$ cat config.mk
export PLATFORM = sky130hd
export DESIGN_NAME = bhsa_sat_alu
export DESIGN_NICKNAME = d
export VERILOG_FILES = /design/src/rtl/bhsa_pkg.sv /design/src/rtl/bhsa_sat_alu.sv
export SDC_FILE = /design/constraint.sdc
export NUM_CORES = 1
export LEC_CHECK = 0
export BUFFER_PORTS_ARGS = -buffer_cell sky130_fd_sc_hd__buf_2
export CAP_MARGIN = 5
export CORE_MARGIN = 4
export CORE_UTILIZATION = 45
export DETAILED_ROUTE_END_ITERATION = 7
export PLACE_DENSITY_LB_ADDON = 0.08
export SKIP_LAST_GASP = 1
export SLEW_MARGIN = 20
export SYNTH_ARGS = -nofsm -noshare
export SYNTH_HDL_FRONTEND = slang
export SYNTH_SLANG_ARGS = --single-unit
$ cat constraint.sdc
create_clock -name vclk -period 7.87
set_input_delay 0 -clock vclk [all_inputs]
set_output_delay 0 -clock vclk [all_outputs]
set_load 0.01 [all_outputs]
$ cat src/rtl/bhsa_pkg.sv
`default_nettype none

package bhsa_pkg;

  // Value format: signed Q16.16 in 32 bits.
  localparam int DATA_W = 32;
  typedef logic signed [DATA_W-1:0] data_t;

  localparam data_t DATA_MAX = {1'b0, {(DATA_W-1){1'b1}}};
  localparam data_t DATA_MIN = {1'b1, {(DATA_W-1){1'b0}}};

  // Stream widths.
  localparam int IN_TDATA_W  = 192;
  localparam int OUT_TDATA_W = 32;
  localparam int CMD_W       = 3;

  // Coordinate index width (3*atom+coord for a 5-bit atom).
  localparam int COL_W = 7;

  // Commands carried in tuser.
  localparam logic [CMD_W-1:0] CMD_CLEAR = 3'd0;
  localparam logic [CMD_W-1:0] CMD_ACC   = 3'd1;
  localparam logic [CMD_W-1:0] CMD_RD_S  = 3'd2;
  localparam logic [CMD_W-1:0] CMD_RD_Q  = 3'd3;
  localparam logic [CMD_W-1:0] CMD_RD_H  = 3'd4;

  // Store selected by one read-modify-write.
  localparam logic [1:0] TGT_S = 2'd0;
  localparam logic [1:0] TGT_Q = 2'd1;
  localparam logic [1:0] TGT_H = 2'd2;

  // Read-modify-write steps of one accumulate transaction.
  localparam int OP_W = 3;
  localparam logic [OP_W-1:0] OP_S    = 3'd0;
  localparam logic [OP_W-1:0] OP_Q    = 3'd1;
  localparam logic [OP_W-1:0] OP_H0   = 3'd2;
  localparam logic [OP_W-1:0] OP_LAST = 3'd7;

  // Operands of the shared saturating adder.
  typedef struct packed {
    logic  sub;
    data_t a;
    data_t b;
  } alu_op_t;

endpackage

`default_nettype wire

$ cat src/rtl/bhsa_sat_alu.sv
`default_nettype none

// Saturating add or subtract on signed 32-bit values.
module bhsa_sat_alu (
  input  wire bhsa_pkg::alu_op_t op_i,
  output bhsa_pkg::data_t        res_o
);

  logic signed [bhsa_pkg::DATA_W:0] a_x;
  logic signed [bhsa_pkg::DATA_W:0] b_x;
  logic signed [bhsa_pkg::DATA_W:0] sum;

  // One extra bit holds every exact sum or difference.
  always_comb begin
    a_x = {op_i.a[bhsa_pkg::DATA_W-1], op_i.a};
    b_x = {op_i.b[bhsa_pkg::DATA_W-1], op_i.b};
    sum = op_i.sub ? (a_x - b_x) : (a_x + b_x);
  end

  // Clamp when the top two bits disagree.
  always_comb begin
    if (sum[bhsa_pkg::DATA_W] != sum[bhsa_pkg::DATA_W-1]) begin
      res_o = sum[bhsa_pkg::DATA_W] ? bhsa_pkg::DATA_MIN : bhsa_pkg::DATA_MAX;
    end else begin
      res_o = sum[bhsa_pkg::DATA_W-1:0];
    end
  end

endmodule

`default_nettype wire

After elaboration in Yosys (flattened, before gate mapping)
Cells that the tools add are included.
{"block": "word_totals", "wordCells": 6, "output_inout_bits": 32, "register_bits": 0}
{"block": "classes", "eq_ne": 1, "n_mux": 3, "add_sub_neg": 2}
{"cell": "$mux W32", "count": 2}
{"cell": "$add A32 B32 Y33", "count": 1}
{"cell": "$mux W33", "count": 1}
{"cell": "$sub A32 B32 Y33", "count": 1}
{"cell": "$ne A1 B1 Y1", "count": 1}

Longest topological paths before layout
{"block": "logic_depth", "depth_word": 4, "depth_mapped": 21, "ltp_nobuf": 19}

Worst setup path after synthesis
Ideal clock, no wire load.
{"block": "synth_timing", "kind": "input port to output port", "start": "in op_i[14] (netlist bit)", "end": "out res_o[16]", "path_stages": 18, "setup_slack_ps": 4053, "t_arrival_ps": 3817, "required_time_ps": 7870, "path_cell_list": "or3_1 -> or3_1 -> nor4_1 -> nand2_1 -> nor3_1 -> nor2_1 -> xnor2_1 -> ha_1 -> clkbuf_1 -> a21o_1 -> a21oi_1 -> o21ai_0 -> a21o_1 -> a221oi_2 -> xnor2_1 -> nand2_4 -> buf_6 -> a21oi_1"}
{"block": "synth_via", "elab_chain_len": 4}
{"element": "start, declared", "line_no": "bhsa_sat_alu.sv:5", "text": "input wire bhsa_pkg::alu_op_t op_i,"}
{"element": "$add A32 B32 Y33 or $sub A32 B32 Y33 (tied branches)", "line_no": "bhsa_sat_alu.sv:17", "text": "sum = op_i.sub ? (a_x - b_x) : (a_x + b_x);"}
{"element": "$mux W33 (*)", "line_no": "bhsa_sat_alu.sv:17"}
{"element": "$mux W32 or $ne A1 B1 Y1 (tied branches)", "line_no": "bhsa_sat_alu.sv:23, bhsa_sat_alu.sv:22"}
{"element": "$mux W32 (*)", "line_no": "bhsa_sat_alu.sv:22", "text": "if (sum[bhsa_pkg::DATA_W] != sum[bhsa_pkg::DATA_W-1]) begin"}
{"element": "end, declared", "line_no": "bhsa_sat_alu.sv:6", "text": "output bhsa_pkg::data_t res_o"}
Mark *: on every way between the ends. The rest lies on a longest branch, timed or not.

Final worst setup path
{"block": "layout_timing", "start": "in op_i[14] (netlist bit)", "end": "out res_o[8]"}
Same word-level chain as after synthesis.

==> impl_metrics.toml <==
[power]
power_density_mw_per_mm2 = 150
power.total_mw = 0.461
vdd_ir_drop_max_mv = 0.0683
power.leakage_nw = 1.40

[global_route]
gr-usage-all-layers_pct = 20.6
antenna_found_initial = 0
grt_pass1_wl_um = 12600
grt_max_degree = 29
overflow = 0
grt_pass1_vias = 2784

[sta]
finalHoldViolCount = 0
finalCriticalPeriod_ns = 4.95
post-route-period-util_pct = 62.9
setup-tns-final_ns = 0
setup_viol = 0
rsz0062_at_grt = "false"
slew_viol_final = 0
fmax_mhz = 202
relSlewSlack_pct = 41.7
worstMarginPinSlew_ns = 0.869

[logic_synthesis]
yosysWarnings = 0
netlist.area_leader.share_pct = 16.0
synth.area.top_cells = "ha_1, xnor2_1, a21oi_1, nor2_1, o21ai_0"
netlist_instances = 379
synth.most_common_cell = "a21oi_1"
yosysUniqueCellTypes = 57
ys_seq_area_share_pct = 0
synth_area_per_cell_um2 = 6.79
ys_top_cells_by_count = "a21oi_1, xnor2_1, nor2_1"
yosys.area.top_type = "ha_1"
syn_nets = 478
syn_area_mm2 = 0.00257

[worst_setup_path]
crit_start = "op_i[14]"
required_ns = 7.87
arrival_ns = 4.95
cp_max_fo = 27
start_kind = "input pin"
crit_type = "input pin to output port"
crit_path_end_kind = "output port"

[detailed_routing]
dr.pass1.iters = 4
drc = 0
post_drt_wl_per_cell_um = 14.5
antenna_left = 0
wirelength_um = 7760
dr_total_vias = 2989
vias_per_cell = 5.59
drt_iter0_drc = 166

[floorplan]
fp-row-count = 27
core-area_mm2 = 0.00554
chipWidth_um = 83.6
start_util_pct = 46.5
die_area_mm2 = 0.00700
die_h_um = 83.6
io_pins = 97

[cts]
cts_resized = 0
ctsHoldBuffers = 0
cts_setup_buffers = 0

[layout]
nFillCells = 577
seq_area_um2 = 0
seq_cell_count = 0
drive_gt1_share_pct = 22.9
area_growth_pct = 19.8
nets = 564
diodes = 0
nClkBuffers = 0

[min_path]
hp-start = "op_i[0]"
holdPathEnd = "res_o[0]"
min_path_cells = 4
hold_path.class = "input pin to output port"

[placed_design]
numPortBuffers = 97
post-dp-hpwl_um = 6480
finalWeightedCongestion = 0.946

[flow_run]
max_cap_violations = 0

[status]
outcome = "complete, no violations"
-- how the worst max path moves through the flow --
stage | endpoint | slack, ns | cells after the start
detailed placement | res_o[8] | 2.96 | 18
global placement | res_o[4] | 2.90 | 18
CTS | res_o[8] | 2.93 | 18
finish | res_o[8] | 2.92 | 18
global route | res_o[8] | 2.39 | 18
floorplan | res_o[16] | 4.05 | 18
-- cell families (layout without fill, tap and decap cells) --
logic type,count (synthesis),count (layout),share of synthesized area (%)
AOI/OAI and AO/OA,142,142,34.1
xor gates and xnor gates,59,59,20.1
adders and majority gates,38,38,18.4
buffers and inverters,28,112,4.76
muxes,2,2,0.777
and+or+nand+nor,110,110,22.0
-- critical path: stages --
cell and delay (ns):
buf_2 0.12, or3_1 0.41, or3_1 0.37, nor4_1 0.70, nand2_1 0.17, nor3_1 0.28
nor2_1 0.09, xnor2_1 0.16, ha_1 0.42, a21o_1 0.21, a21oi_1 0.13, o21ai_0 0.10
a21o_1 0.21, a221oi_2 0.29, xnor2_1 0.29, nor2_4 0.62, o21ai_0 0.19, buf_2 0.17
-- per-stage QoR --
stage | instance area (um2) | util [%] | hold slack [ns] | setup slack (ns) | cells
after floorplan | 2570 | - | 0.191 | 4.05 | 379
after global placement | 3080 | 55.7 | 0.417 | 2.90 | 535
after detailed placement | 3080 | 55.7 | 0.443 | 2.96 | 535
after CTS | 3080 | 55.7 | 0.445 | 2.93 | 535
after global routing | 3080 | 55.7 | 0.490 | 2.39 | 535
final | 3080 | 55.7 | 0.438 | 2.92 | 535
-- power breakdown --
group | internal, mW | switching, mW
sequential | 0 | 0
clock | 0 | 0
combinational | 0.194 | 0.267
-- metal layers --
layer  global-route usage (%)  routed length, um  up-vias
li1                         -                  -     1567
met2                     36.3               3570       93
met5                        0                  0        -
met3                     2.07                427        4
met4                        0                 12        0
met1                     28.6               3750     1325
-- cell usage in the layout, fill, tap and decap left out, types with 5 or more instances in the layout --
| cell | Yosys | final |
|---|---|---|
| nand2_1 | 19 | 19 |
| xnor2_1 | 47 | 47 |
| nand4_1 | 6 | 6 |
| o21ai_0 | 24 | 24 |
| a31oi_1 | 9 | 9 |
| a21oi_1 | 60 | 60 |
| nor2_1 | 43 | 43 |
| o21ai_1 | 5 | 5 |
| xor2_1 | 12 | 12 |
| nor3_1 | 8 | 8 |
| a21o_1 | 14 | 14 |
| o21a_1 | 5 | 5 |
| ha_1 | 33 | 33 |
| buf_2 | 2 | 97 |
| nand3_1 | 5 | 5 |
| inv_1 | 15 | 15 |
-- area by class of cell --
type	count	area (um2)	area share, %
multi-input cells	351	2450	79.5
repair buffers	97	485	15.7
well taps	72	90.1	2.92
inverters	15	56.3	1.83
Note: power is estimated with default switching activity, not from simulation.
